$ cat src/rtl/tcc_pkg.sv
`default_nettype none

package tcc_pkg;

    // Default sizes, handed to the top-level parameters.
    localparam int NUM_PATHS_DEF   = 8;
    localparam int COUNT_WIDTH_DEF = 32;

    // Width of the pass-bit field in an input item.
    localparam int PATH_FIELD_BITS = 8;

    // Stream payload widths.
    localparam int IN_DATA_W  = 16;
    localparam int OUT_DATA_W = 32;

    // Configuration port.
    localparam int APB_ADDR_W = 3;
    localparam int APB_DATA_W = 32;
    localparam int CFG_W      = 4;
    localparam logic [CFG_W-1:0] CFG_RESET = 4'd8;

    // Register select, taken from paddr[2].
    localparam logic REG_NUM_PATHS = 1'b0;

    // Item kinds carried in tuser.
    localparam logic OP_RECORD = 1'b0;
    localparam logic OP_READ   = 1'b1;

    // Rows of the summary bank.
    localparam int SUM_TOTAL = 0;
    localparam int SUM_ANY   = 1;
    localparam int SUM_ONE   = 2;
    localparam int SUM_ROWS  = 3;

    typedef enum logic [1:0] {
        BANK_SUMMARY = 2'd0,
        BANK_PASS    = 2'd1,
        BANK_EXCL    = 2'd2,
        BANK_PAIR    = 2'd3
    } t_bank;

    typedef enum logic [1:0] {
        ST_CLEAR,
        ST_IDLE,
        ST_RECORD,
        ST_RESP
    } t_state;

    typedef enum logic [2:0] {
        WS_IDLE,
        WS_TOTAL,
        WS_ANY,
        WS_ONE,
        WS_EXCL,
        WS_PASS,
        WS_PAIR
    } t_walk_step;

endpackage

`default_nettype wire

$ cat src/rtl/tcc_ram.sv
`default_nettype none

module tcc_ram #(
    parameter int WIDTH = 32,
    parameter int DEPTH = 83,
    parameter int AW    = 7
) (
    input  wire logic             i_clk,
    input  wire logic             i_rd_en,
    input  wire logic [AW-1:0]    i_rd_addr,
    output logic      [WIDTH-1:0] o_rd_data,
    input  wire logic             i_wr_en,
    input  wire logic [AW-1:0]    i_wr_addr,
    input  wire logic [WIDTH-1:0] i_wr_data
);

    logic [WIDTH-1:0] mem [DEPTH];
    logic [WIDTH-1:0] r_rd_data;

    // Single write port; the read data is registered and held while no read is issued.
    always_ff @(posedge i_clk) begin
        if (i_wr_en) begin
            mem[i_wr_addr] <= i_wr_data;
        end
        if (i_rd_en) begin
            r_rd_data <= mem[i_rd_addr];
        end
    end

    assign o_rd_data = r_rd_data;

endmodule

`default_nettype wire

$ cat src/rtl/tcc_walk.sv
`default_nettype none

module tcc_walk #(
    parameter int NUM_PATHS = 8,
    parameter int AW        = 7,
    localparam int LIM = (NUM_PATHS < tcc_pkg::PATH_FIELD_BITS) ?
                         NUM_PATHS : tcc_pkg::PATH_FIELD_BITS
) (
    input  wire logic           i_clk,
    input  wire logic           i_rst_n,
    input  wire logic           i_start,
    input  wire logic [LIM-1:0] i_pass,
    output logic                o_rd_en,
    output logic      [AW-1:0]  o_rd_addr,
    output logic                o_last
);

    localparam int IW        = (LIM > 1) ? $clog2(LIM) : 1;
    localparam int PASS_BASE = tcc_pkg::SUM_ROWS;
    localparam int EXCL_BASE = tcc_pkg::SUM_ROWS + NUM_PATHS;
    localparam int PAIR_BASE = tcc_pkg::SUM_ROWS + 2 * NUM_PATHS;

    tcc_pkg::t_walk_step r_step, n_step;
    logic [LIM-1:0]      r_pass;
    logic [IW-1:0]       r_i, n_i;
    logic [IW-1:0]       r_j, n_j;
    logic [3:0]          pass_cnt;
    logic [IW-1:0]       last_idx;

    // Number of passing paths and the index of the highest one.
    always_comb begin
        pass_cnt = 4'd0;
        last_idx = '0;
        for (int k = 0; k < LIM; k++) begin
            if (r_pass[k]) begin
                pass_cnt = pass_cnt + 4'd1;
                last_idx = IW'(k);
            end
        end
    end

    always_ff @(posedge i_clk) begin
        if (!i_rst_n) begin
            r_step <= tcc_pkg::WS_IDLE;
        end else begin
            r_step <= n_step;
        end
    end

    always_ff @(posedge i_clk) begin
        if (r_step == tcc_pkg::WS_IDLE && i_start) begin
            r_pass <= i_pass;
        end
        r_i <= n_i;
        r_j <= n_j;
    end

    // One counter slot per cycle: summary, exclusive, then per path its pass
    // counter followed by its row of pair counters.
    always_comb begin
        n_step    = r_step;
        n_i       = r_i;
        n_j       = r_j;
        o_rd_en   = 1'b0;
        o_rd_addr = '0;
        o_last    = 1'b0;
        unique case (r_step)
            tcc_pkg::WS_IDLE: begin
                if (i_start) begin
                    n_step = tcc_pkg::WS_TOTAL;
                end
            end
            tcc_pkg::WS_TOTAL: begin
                o_rd_en   = 1'b1;
                o_rd_addr = AW'(tcc_pkg::SUM_TOTAL);
                n_step    = tcc_pkg::WS_ANY;
            end
            tcc_pkg::WS_ANY: begin
                o_rd_en   = |r_pass;
                o_rd_addr = AW'(tcc_pkg::SUM_ANY);
                n_step    = tcc_pkg::WS_ONE;
            end
            tcc_pkg::WS_ONE: begin
                o_rd_en   = (pass_cnt == 4'd1);
                o_rd_addr = AW'(tcc_pkg::SUM_ONE);
                n_step    = tcc_pkg::WS_EXCL;
            end
            tcc_pkg::WS_EXCL: begin
                o_rd_en   = (pass_cnt == 4'd1);
                o_rd_addr = AW'(EXCL_BASE + int'(last_idx));
                n_i       = '0;
                n_step    = tcc_pkg::WS_PASS;
            end
            tcc_pkg::WS_PASS: begin
                o_rd_en   = r_pass[r_i];
                o_rd_addr = AW'(PASS_BASE + int'(r_i));
                n_j       = '0;
                n_step    = tcc_pkg::WS_PAIR;
            end
            tcc_pkg::WS_PAIR: begin
                o_rd_en   = r_pass[r_i] && r_pass[r_j];
                o_rd_addr = AW'(PAIR_BASE + int'(r_i) * NUM_PATHS + int'(r_j));
                if (r_j == IW'(LIM - 1)) begin
                    if (r_i == IW'(LIM - 1)) begin
                        o_last = 1'b1;
                        n_step = tcc_pkg::WS_IDLE;
                    end else begin
                        n_i    = r_i + IW'(1);
                        n_step = tcc_pkg::WS_PASS;
                    end
                end else begin
                    n_j = r_j + IW'(1);
                end
            end
            default: begin
                n_step = tcc_pkg::WS_IDLE;
            end
        endcase
    end

endmodule

`default_nettype wire

$ cat src/rtl/trigger_coincidence_counters.sv
`default_nettype none

// Saturating coincidence counters for up to NUM_PATHS trigger paths, held in one
// single-port-read, single-port-write memory of 3 + 2*NUM_PATHS + NUM_PATHS^2
// entries (summary, per-path pass, per-path exclusive, then the pair matrix row
// by row). A record item is walked through the memory one counter slot per cycle,
// read-increment-write, over the first L paths, where L is the smaller of
// NUM_PATHS and 8; the next item then also waits while the write-back of the last
// pair counter, if it was bumped, is still landing. A read item holds the block
// until its result is loaded into the output register, which waits while the
// result side stalls. After reset the block clears the memory one entry per cycle
// before it accepts its first item; configuration writes are taken throughout.
module trigger_coincidence_counters #(
    parameter int NUM_PATHS   = tcc_pkg::NUM_PATHS_DEF,
    parameter int COUNT_WIDTH = tcc_pkg::COUNT_WIDTH_DEF
) (
    input  wire logic                            i_clk,
    input  wire logic                            i_rst_n,
    // Input items.
    input  wire logic                            i_s_tvalid,
    output logic                                 o_s_tready,
    // [7:0] path_bits, [9:8] counter_bank, [12:10] row, [15:13] column
    input  wire logic [tcc_pkg::IN_DATA_W-1:0]   i_s_tdata,
    // [0] operation
    input  wire logic                            i_s_tuser,
    // Result items.
    output logic                                 o_m_tvalid,
    input  wire logic                            i_m_tready,
    // [31:0] count_value
    output logic      [tcc_pkg::OUT_DATA_W-1:0]  o_m_tdata,
    // [0] address_ok
    output logic                                 o_m_tuser,
    // Configuration port.
    input  wire logic                            psel,
    input  wire logic                            penable,
    input  wire logic                            pwrite,
    input  wire logic [tcc_pkg::APB_ADDR_W-1:0]  paddr,
    input  wire logic [tcc_pkg::APB_DATA_W-1:0]  pwdata,
    output logic      [tcc_pkg::APB_DATA_W-1:0]  prdata,
    output logic                                 pready
);

    localparam int LIM = (NUM_PATHS < tcc_pkg::PATH_FIELD_BITS) ?
                         NUM_PATHS : tcc_pkg::PATH_FIELD_BITS;
    localparam int DEPTH     = tcc_pkg::SUM_ROWS + 2 * NUM_PATHS + NUM_PATHS * NUM_PATHS;
    localparam int AW        = $clog2(DEPTH);
    localparam int PASS_BASE = tcc_pkg::SUM_ROWS;
    localparam int EXCL_BASE = tcc_pkg::SUM_ROWS + NUM_PATHS;
    localparam int PAIR_BASE = tcc_pkg::SUM_ROWS + 2 * NUM_PATHS;

    tcc_pkg::t_state              r_state, n_state;
    logic [tcc_pkg::CFG_W-1:0]    r_cfg;
    logic [AW-1:0]                r_clr_addr;
    logic                         r_wb_en;
    logic [AW-1:0]                r_wb_addr;
    logic                         r_rd_ok;
    logic                         r_out_valid;
    logic [tcc_pkg::OUT_DATA_W-1:0] r_out_data;
    logic                         r_out_ok;

    logic                         cfg_wr;
    logic                         in_op;
    logic [7:0]                   in_bits;
    tcc_pkg::t_bank               in_bank;
    logic [2:0]                   in_row;
    logic [2:0]                   in_col;
    logic [LIM-1:0]               in_pass;
    logic                         in_accept;
    logic                         rec_start;
    logic                         rd_issue;
    logic                         q_ok;
    logic [AW-1:0]                q_addr;

    logic                         w_rd_en;
    logic [AW-1:0]                w_rd_addr;
    logic                         w_last;

    logic                         ram_rd_en;
    logic [AW-1:0]                ram_rd_addr;
    logic [COUNT_WIDTH-1:0]       ram_rd_data;
    logic                         ram_wr_en;
    logic [AW-1:0]                ram_wr_addr;
    logic [COUNT_WIDTH-1:0]       ram_wr_data;
    logic [COUNT_WIDTH-1:0]       bumped;
    logic [63:0]                  rd_wide;
    logic [tcc_pkg::OUT_DATA_W-1:0] rd_sat;
    logic                         clr_done;
    logic                         out_free;
    logic                         out_load;

    // Configuration register.
    assign pready = 1'b1;
    assign cfg_wr = psel && penable && pwrite && pready && (paddr[2] == tcc_pkg::REG_NUM_PATHS);

    always_ff @(posedge i_clk) begin
        if (!i_rst_n) begin
            r_cfg <= tcc_pkg::CFG_RESET;
        end else if (cfg_wr) begin
            r_cfg <= pwdata[tcc_pkg::CFG_W-1:0];
        end
    end

    always_comb begin
        prdata = '0;
        if (paddr[2] == tcc_pkg::REG_NUM_PATHS) begin
            prdata = tcc_pkg::APB_DATA_W'(r_cfg);
        end
    end

    // Input item unpacking.
    assign in_op   = i_s_tuser;
    assign in_bits = i_s_tdata[7:0];
    assign in_bank = tcc_pkg::t_bank'(i_s_tdata[9:8]);
    assign in_row  = i_s_tdata[12:10];
    assign in_col  = i_s_tdata[15:13];

    // A new item waits while the last write-back of a walk is still landing,
    // so that a read never sees a counter before its final bump.
    assign o_s_tready = (r_state == tcc_pkg::ST_IDLE) && !r_wb_en;
    assign in_accept  = i_s_tvalid && o_s_tready;
    assign rec_start  = in_accept && (in_op == tcc_pkg::OP_RECORD);
    assign rd_issue   = in_accept && (in_op == tcc_pkg::OP_READ);

    // Pass bits above the configured path count are dropped.
    always_comb begin
        for (int k = 0; k < LIM; k++) begin
            in_pass[k] = in_bits[k] && (k < int'(r_cfg));
        end
    end

    // Read address decode and range check.
    always_comb begin
        q_ok   = 1'b0;
        q_addr = '0;
        case (in_bank)
            tcc_pkg::BANK_SUMMARY: begin
                q_ok   = int'(in_row) < tcc_pkg::SUM_ROWS;
                q_addr = AW'(int'(in_row));
            end
            tcc_pkg::BANK_PASS: begin
                q_ok   = int'(in_row) < NUM_PATHS;
                q_addr = AW'(PASS_BASE + int'(in_row));
            end
            tcc_pkg::BANK_EXCL: begin
                q_ok   = int'(in_row) < NUM_PATHS;
                q_addr = AW'(EXCL_BASE + int'(in_row));
            end
            tcc_pkg::BANK_PAIR: begin
                q_ok   = (int'(in_row) < NUM_PATHS) && (int'(in_col) < NUM_PATHS);
                q_addr = AW'(PAIR_BASE + int'(in_row) * NUM_PATHS + int'(in_col));
            end
            default: begin
                q_ok = 1'b0;
            end
        endcase
    end

    tcc_walk #(
        .NUM_PATHS (NUM_PATHS),
        .AW        (AW)
    ) u_walk (
        .i_clk     (i_clk),
        .i_rst_n   (i_rst_n),
        .i_start   (rec_start),
        .i_pass    (in_pass),
        .o_rd_en   (w_rd_en),
        .o_rd_addr (w_rd_addr),
        .o_last    (w_last)
    );

    // Read side: counter walk during a record, single lookup for a read item.
    assign ram_rd_en   = rd_issue || w_rd_en;
    assign ram_rd_addr = rd_issue ? q_addr : w_rd_addr;

    // Saturating increment of the counter read in the previous cycle.
    assign bumped = (&ram_rd_data) ? ram_rd_data : (ram_rd_data + COUNT_WIDTH'(1));

    always_comb begin
        if (r_state == tcc_pkg::ST_CLEAR) begin
            ram_wr_en   = 1'b1;
            ram_wr_addr = r_clr_addr;
            ram_wr_data = '0;
        end else begin
            ram_wr_en   = r_wb_en;
            ram_wr_addr = r_wb_addr;
            ram_wr_data = bumped;
        end
    end

    tcc_ram #(
        .WIDTH (COUNT_WIDTH),
        .DEPTH (DEPTH),
        .AW    (AW)
    ) u_ram (
        .i_clk     (i_clk),
        .i_rd_en   (ram_rd_en),
        .i_rd_addr (ram_rd_addr),
        .o_rd_data (ram_rd_data),
        .i_wr_en   (ram_wr_en),
        .i_wr_addr (ram_wr_addr),
        .i_wr_data (ram_wr_data)
    );

    // Write-back slot follows each walk read in the next cycle.
    always_ff @(posedge i_clk) begin
        if (!i_rst_n) begin
            r_wb_en <= 1'b0;
        end else begin
            r_wb_en <= w_rd_en;
        end
    end

    always_ff @(posedge i_clk) begin
        r_wb_addr <= w_rd_addr;
        if (rd_issue) begin
            r_rd_ok <= q_ok;
        end
    end

    // Clearing pass after reset.
    assign clr_done = (r_clr_addr == AW'(DEPTH - 1));

    always_ff @(posedge i_clk) begin
        if (!i_rst_n) begin
            r_clr_addr <= '0;
        end else if (r_state == tcc_pkg::ST_CLEAR && !clr_done) begin
            r_clr_addr <= r_clr_addr + AW'(1);
        end
    end

    // Control state machine.
    assign out_free = !r_out_valid || i_m_tready;
    assign out_load = (r_state == tcc_pkg::ST_RESP) && out_free;

    always_ff @(posedge i_clk) begin
        if (!i_rst_n) begin
            r_state <= tcc_pkg::ST_CLEAR;
        end else begin
            r_state <= n_state;
        end
    end

    always_comb begin
        n_state = r_state;
        unique case (r_state)
            tcc_pkg::ST_CLEAR: begin
                if (clr_done) begin
                    n_state = tcc_pkg::ST_IDLE;
                end
            end
            tcc_pkg::ST_IDLE: begin
                if (rec_start) begin
                    n_state = tcc_pkg::ST_RECORD;
                end else if (rd_issue) begin
                    n_state = tcc_pkg::ST_RESP;
                end
            end
            tcc_pkg::ST_RECORD: begin
                if (w_last) begin
                    n_state = tcc_pkg::ST_IDLE;
                end
            end
            tcc_pkg::ST_RESP: begin
                if (out_free) begin
                    n_state = tcc_pkg::ST_IDLE;
                end
            end
            default: begin
                n_state = tcc_pkg::ST_IDLE;
            end
        endcase
    end

    // Counters wider than the result field read as all ones once they exceed it.
    assign rd_wide = 64'(ram_rd_data);
    assign rd_sat  = (|rd_wide[63:32]) ? '1 : rd_wide[31:0];

    // Output register.
    always_ff @(posedge i_clk) begin
        if (!i_rst_n) begin
            r_out_valid <= 1'b0;
        end else if (out_load) begin
            r_out_valid <= 1'b1;
        end else if (i_m_tready) begin
            r_out_valid <= 1'b0;
        end
    end

    always_ff @(posedge i_clk) begin
        if (out_load) begin
            r_out_data <= r_rd_ok ? rd_sat : '0;
            r_out_ok   <= r_rd_ok;
        end
    end

    assign o_m_tvalid = r_out_valid;
    assign o_m_tdata  = r_out_data;
    assign o_m_tuser  = r_out_ok;

endmodule

`default_nettype wire

$ cat config.mk
export PLATFORM = sky130hd
export DESIGN_NAME = trigger_coincidence_counters
export DESIGN_NICKNAME = d
export VERILOG_FILES = /design/src/rtl/tcc_pkg.sv /design/src/rtl/tcc_ram.sv /design/src/rtl/tcc_walk.sv /design/src/rtl/trigger_coincidence_counters.sv
export SDC_FILE = /design/constraint.sdc
export NUM_CORES = 2
export LEC_CHECK = 0
export BUFFER_PORTS_ARGS = -buffer_cell sky130_fd_sc_hd__buf_2
export CORE_ASPECT_RATIO = 0.7
export CORE_MARGIN = 10
export CORE_UTILIZATION = 30
export CTS_BUF_LIST = sky130_fd_sc_hd__clkbuf_2
export DETAILED_ROUTE_END_ITERATION = 7
export PLACE_DENSITY_LB_ADDON = 0.2
export SYNTH_ARGS = -nofsm -noshare
export SYNTH_HDL_FRONTEND = slang
export SYNTH_SLANG_ARGS = --single-unit
$ cat constraint.sdc
create_clock -name i_clk -period 7.8 [get_ports i_clk]
set_input_delay 1.56 -clock i_clk [delete_from_list [all_inputs] [get_ports i_clk]]
set_output_delay 1.56 -clock i_clk [all_outputs]
set_load 0.005 [all_outputs]
After elaboration in Yosys (flattened, before gate mapping)
Memory sizes are Yosys's and may differ from the RTL's. A register that Yosys moved wholly into a read port is not among the register bits.
Index checks and enable logic that the tools add are counted.
{"block": "totals", "mem_bits_rw": 2656, "elab_cells": 159, "n_memories": 1, "ff_bits": 73}
{"block": "op_classes", "muxes": 51, "bitwise": 2, "addsub": 19, "order_cmp": 11, "eq_ne": 24, "reduce_logical": 38}
{"name": "u_ram.mem", "depth": 83, "word_bits": 32, "read_ports": 1, "rd_clocked_by_memory_dff": 1, "wr": 1, "line": "tcc_ram.sv:17", "rtl": "logic [WIDTH-1:0] mem [DEPTH];"}
{"cell": "$mux 32", "n": 2}
{"cell": "$pmux 7 s5", "n": 1}
{"cell": "$add 32x1->32 const B", "n": 1}
{"cell": "$mux 4", "n": 8}
{"cell": "$reduce_and 32->1", "n": 1}
{"cell": "$mux 3", "n": 10}
{"cell": "$pmux 7 s4", "n": 1}
{"cell": "$add 4x1->4 const B", "n": 6}
{"cell": "$pmux 3 s7", "n": 1}
{"cell": "$logic_and 1x1->1", "n": 19}
{"cell": "$lt 3x4->1 const A", "n": 4}
{"cell": "$eq 3x3->1 const B", "n": 5}
{"cell": "$add 5x6->7 const A", "n": 2}
{"cell": "$mux 2", "n": 7}
{"cell": "$mux 7", "n": 2}
{"cell": "$mux 1", "n": 12}
{"cell": "$pmux 3 s2", "n": 2}
{"cell": "$add 4x3->5 const A", "n": 2}
{"cell": "$add 2x3->4 const A", "n": 2}
{"cell": "$eq 2x2->1 const B", "n": 4}
{"cell": "$lt 1x4->1 const A", "n": 2}
{"cell": "$lt 2x4->1 const A", "n": 2}
{"cell": "$lt 3x4->1 const B", "n": 2}
{"cell": "$ne 2x2->1 const B", "n": 4}
{"cell": "other kinds (29)", "n": 43}

Longest topological paths before layout
{"block": "depth", "ltp_word": 18, "depth_mapped": 19, "ltp_nobuf": 17}

Cells and area by module
Synthesis repeated with hierarchy kept, for this count alone.
{"block": "hier_totals", "hier_cells": 5317, "area_unflattened_um2": 107963.5}
{"mod": "tcc_ram", "seq_area_each_um2": 80717.4, "instances": 1, "cells_per_inst": 4672, "area_each_um2": 102413.2}
{"mod": "trigger_coincidence_counters", "seq_area_each_um2": 1461.4, "instances": 1, "cells_per_inst": 444, "area_each_um2": 3818.7}
{"mod": "tcc_walk", "seq_area_each_um2": 480.5, "instances": 1, "cells_per_inst": 201, "area_each_um2": 1731.7}

Worst setup path after synthesis
Ideal clock, no wire load.
{"block": "synth_timing", "path_type": "register to register", "startpoint": "reg u_ram.r_rd_data[4] (netlist: u_ram.o_rd_data[4]), read port of u_ram.mem", "endpoint": "mem u_ram.mem[0][20] (data pin)", "required_ns": 6.869, "path_buffers": 0, "t_arrival_ns": 5.713, "setup_time_ns": 0.931, "setup_slack_ns": 1.156, "stages_incl_launch_ff": 8, "cell_sequence": "edfxtp_1 and4_1 and4_1 and4_1 nand4_1 nor4_4 nor2_1 a311oi_1"}
{"block": "synth_via", "elab_chain_len": 3, "elab_cells_between_ends": 4}
{"item": "from (decl)", "line": "tcc_ram.sv:18", "rtl": "logic [WIDTH-1:0] r_rd_data;"}
{"item": "$add 32x1->32 / $reduce_and 32->1 (equally long branches)", "line": "trigger_coincidence_counters.sv:176", "rtl": "assign bumped = (&ram_rd_data) ? ram_rd_data : (ram_rd_data + COUNT_WIDTH'(1));"}
{"item": "$mux 32 (*)", "line": "trigger_coincidence_counters.sv:176"}
{"item": "$mux 32 (*)", "line": "trigger_coincidence_counters.sv:179", "rtl": "if (r_state == tcc_pkg::ST_CLEAR) begin"}
{"item": "named net ram_wr_data[20]", "line": "trigger_coincidence_counters.sv:83", "rtl": "logic [COUNT_WIDTH-1:0] ram_wr_data;"}
{"item": "to (decl)", "line": "tcc_ram.sv:17"}
The timed path passes the listed nets; every way through them passes the cells marked *.

Final worst setup path
{"block": "layout_timing", "startpoint": "reg u_walk.r_pass[5]", "endpoint": "reg u_ram.r_rd_data[22] (netlist: u_ram.o_rd_data[22]), read port of u_ram.mem (data pin)"}
{"block": "layout_via", "elab_cells_between_ends": 20}
{"item": "from (decl)", "line": "tcc_walk.sv:24", "rtl": "logic [LIM-1:0] r_pass;"}
{"item": "from (signal assigned)", "line": "tcc_walk.sv:52", "rtl": "r_pass <= i_pass;"}
{"item": "$mux 3 (3 in a row)", "line": "tcc_walk.sv:35", "rtl": "if (r_pass[k]) begin"}
{"item": "$add 4x3->5", "line": "tcc_walk.sv:90", "rtl": "o_rd_addr = AW'(EXCL_BASE + int'(last_idx));"}
{"item": "$pmux 7 s5", "line": "tcc_walk.sv:67", "rtl": "unique case (r_step)"}
{"item": "named net u_walk.o_rd_addr[1]", "line": "tcc_walk.sv:14", "rtl": "output logic [AW-1:0] o_rd_addr,"}
{"item": "$mux 7", "line": "trigger_coincidence_counters.sv:173", "rtl": "assign ram_rd_addr = rd_issue ? q_addr : w_rd_addr;"}
The timed path passes the listed nets, and every way through them passes these cells. The select of a mux whose other input is x is not followed.
A chain may end at the register's enable or synchronous reset.

==> run summary <==
Die
* **height of the die** 530 um
* **Floorplan Core Area** 370000 sq um
* **Rows** 187
* **num ports** 127
* **initial core utilization** 30.1%
* **floorplan die width** 748 um
* **die area** 396000 sq um

Clock network
* **Post-CTS Hold Fix Bufs** 25
* **later-pin clock latency in the skew report** 1890 ps
* **Reg clk slew, reported paths** 120 ps
* **number of cells upsized or downsized after cts** 0
* **master cell of the clock root buffer** clkbuf_2
* **number of clock sinks** 2761
* **H-tree depth** 6
* **buffers inserted by post-CTS timing repair** 0
* **cts bufs inserted** 658
* **Clock Tree Buf Depth** 4
* **clock tree from TritonCTS** built

Timing
* **Sum Neg Setup Slack** 0 ps
* **unrepaired setup endpoints after global routing** no
* **Final Setup Violations** 0
* **post-route fraction of the period consumed by the critical path** 75.7%
* **post-route clock skew** 156 ps
* **fmax** 169 MHz
* **measured slew at the worst slew-check pin** 1360 ps
* **final count of hold timing violations** 0
* **number of pins with negative max-slew slack in the final report** 0
* **shortest clock period the worst path allows after layout** 5900 ps
* **relative slew slack** 9.24%

Min path
* **Worst Hold Depth** 3
* **class of the worst hold path** in -> reg

Global route
* **via count of the first global-routing pass** 69.2k
* **pin count of the biggest net entering global routing** 155
* **overall overflow remaining after global route** 0
* **antenna violations before repair** 40
* **first-pass GRT wire length** 534000 um
* **overall global routing resource usage** 18.7%

Route
* **count of unresolved DRC violations after routing** 0
* **total detailed-routing wirelength** 386000 um
* **number of vias in the routed layout** 72.4k
* **number of antenna-violating nets in the routed design** 0
* **First DRT Iteration DRCs** 9077
* **routed wirelength normalized by instance count** 28.2 um
* **DRT Pass-1 Iters** 5
* **Via-to-Cell Ratio** 5.30

Layout
* **sequential cell area in the final layout** 82700 sq um
* **Cell Count, Final, Fillers Out** 13.7k
* **number of nets at the end of the flow** 8412
* **area of combinational cells with multiple inputs** 26600 sq um
* **share of cells above drive strength 1** 17.9%
* **fillers** 36.3k
* **growth of design area from synthesis to finish** 12.0%

Setup path
* **worst-path cell chain** inv_2, a221oi_2, nor2_1, ha_1, mux2_2, o211ai_1, nand2_8, nand2_8, buf_4, a211oi_1, a311oi_1, o22ai_1, nand3_1, nand2_1, nor4_1
* **cell mode on critical path** nand2_8
* **master of the slowest instance on the critical path** nand3_1
* **CP Max Fanout** 42
* **data arrival time of the critical path** 7560 ps
* **nature of the critical path startpoint** flop
* **endpoint type of the worst setup path** flop
* **data required time of the critical path** 9450 ps
* **CP max stage delay** 650 ps
* **path depth of the worst reg2reg path** 15
* **Crit Path Class** reg -> reg

Placed design
* **count of buffers from port buffering** 67
* **weighted congestion reported at the end of routability-driven placement** 0.821
* **DP Cell Count** 12.6k
* **placed wire-length estimate** 214000 um

Run
* **max-capacitance violation count** 0

Status
* **status** finished, final reports clean

Synth
* **sequential share of the synthesized area** 74.3%
* **count of different cell masters after synthesis** 95
* **Post-synth EDFFs** 2736
* **most frequent cells after synthesis** 2736 x edfxtp_1, 1728 x nand2_1, 709 x nand3_1, 290 x mux2i_1, 285 x buf_2
* **biggest area contributors in the synthesized netlist** edfxtp_1 74%, nand2_1 5.8%, nand3_1 3.2%
* **cell with the most instances after synthesis** edfxtp_1
* **cell count after synthesis** 7810
* **most area-hungry cell type in the Yosys netlist** edfxtp_1
* **post-synthesis sequential element count** 2761
* **Netlist Area Pre-Place** 111000 sq um
* **FFs w/ async S/R, synth** 0%
* **Avg Synthesized Cell Area** 14.3 sq um
* **most common flop cell mapped by yosys** edfxtp_1
* **top cell type's share of synthesized area** 73.8%
* **Warnings, synthesis** 0

Power
* **Peak supply drop** 0.0995 mV
* **leakage component of the power** 0.0428 uW
* **Power Dens Cells** 210 nW/um^2

-- state kept, by name (all words and copies together) (netlist names), 2 cells and up --
name             flops
u_ram.mem         2656
o_m_tdata           32
u_ram.o_rd_data     32
u_walk.r_pass        8
r_clr_addr           7
r_wb_addr            7
r_cfg                4
u_walk.r_i           3
u_walk.r_j           3
u_walk.r_step        3
r_state              2
-- placed cells by master, fill, tap and decap left out, types with 11 or more instances in the layout --
master,Yosys,final
inv_2,1,12
conb_1,2,29
nor4_1,11,11
ha_1,23,23
buf_12,1,40
dlygate4sd3_1,0,25
nand2_1,1728,1724
bufinv_16,0,17
mux4_2,39,39
dfxtp_1,25,25
inv_1,24,24
and3_1,184,184
buf_4,109,269
and2_1,47,48
o221ai_1,69,69
edfxtp_1,2736,2736
xor2_1,31,31
buf_2,285,67
clkbuf_2,0,937
o22ai_1,128,128
nand4_1,118,118
a311oi_1,228,226
nor3_1,46,46
clkinv_1,1,105
a32oi_1,27,27
nand3_1,709,709
nor2b_1,18,17
a211oi_1,159,157
nor2_1,165,50
nand3b_1,12,12
xnor2_1,17,17
mux2i_1,290,290
nor2_4,0,115
a31oi_1,112,110
a21oi_1,99,94
o21ai_0,42,39
-- worst max-delay path: cells and delay by family, from the launching register on --
family / cells / cell delay, ps
compound gates: 5 / 1450
fa+ha+maj: 1 / 280
buf+inv: 2 / 720
flops: 1 / 590
mux: 1 / 270
simple gates: 6 / 2270
-- metal layers --
metal  vias up  routed length (um)  global-route usage, %
li1      31182                   -                      -
met1     37163              179000                   28.2
met2      3517              160000                   26.7
met3       549               38000                   4.61
met4        18                7970                   4.49
met5         -                 126                      0
-- cell families (layout without fill, tap and decap cells) --
group	after synthesis	after routing	synth area share, %
AO/OA/AOI/OAI	958	958	6.39
XOR/XNOR	48	48	0.378
other	2	36	0.00675
adder cells (fa/ha/maj)	23	23	0.259
multiplexers	335	335	3.46
AND/OR/NAND/NOR	3088	3088	12.4
flip-flops	2761	2761	74.3
buffers and inverters	595	1513	2.89
-- power breakdown --
group / switching (uW) / internal, uW
sequential: 17.5 / 16100
clock: 5890 / 3730
combinational: 318 / 108
-- layout make-up --
| cell class | count | area share [%] |
|---|---|---|
| inverters | 27 | 0.0853 |
| multi-input cells | 4481 | 21.3 |
| diodes | 7 | 0.0140 |
| well taps | 4914 | 4.93 |
| repair buffers | 401 | 2.73 |
| clock inverters | 148 | 0.845 |
| flip-flops and latches | 2761 | 66.3 |
| clock buffers | 937 | 3.76 |
-- metrics by stage --
step | cell area (sq um) | power (uW) | worst slack [ps] | utilization [%] | hold WS (ps)
2_1_floorplan | 111000 | 16600 | 1160 | - | 496
3_3_place_gp | 119000 | 16900 | 1350 | 32.1 | 552
5_1_grt | 125000 | 27300 | 1680 | 33.7 | 402
4_1_cts | 125000 | 26500 | 1890 | 33.7 | 243
6_report | 125000 | 26200 | 1900 | 33.7 | 553
3_5_place_dp | 119000 | 16900 | 1490 | 32.1 | 587
-- worst paths after layout --
path                                  startpoint             endpoint  slack [ps]
worst min-delay path                i_s_tdata[3]     u_walk.r_pass[3]         550
worst min register to register     r_clr_addr[3]        r_clr_addr[3]         620
worst max-delay path            u_walk.r_pass[5]  u_ram.o_rd_data[22]        1900
worst max register to register  u_walk.r_pass[5]  u_ram.o_rd_data[22]        1900
(Power assumes the default switching activity.)
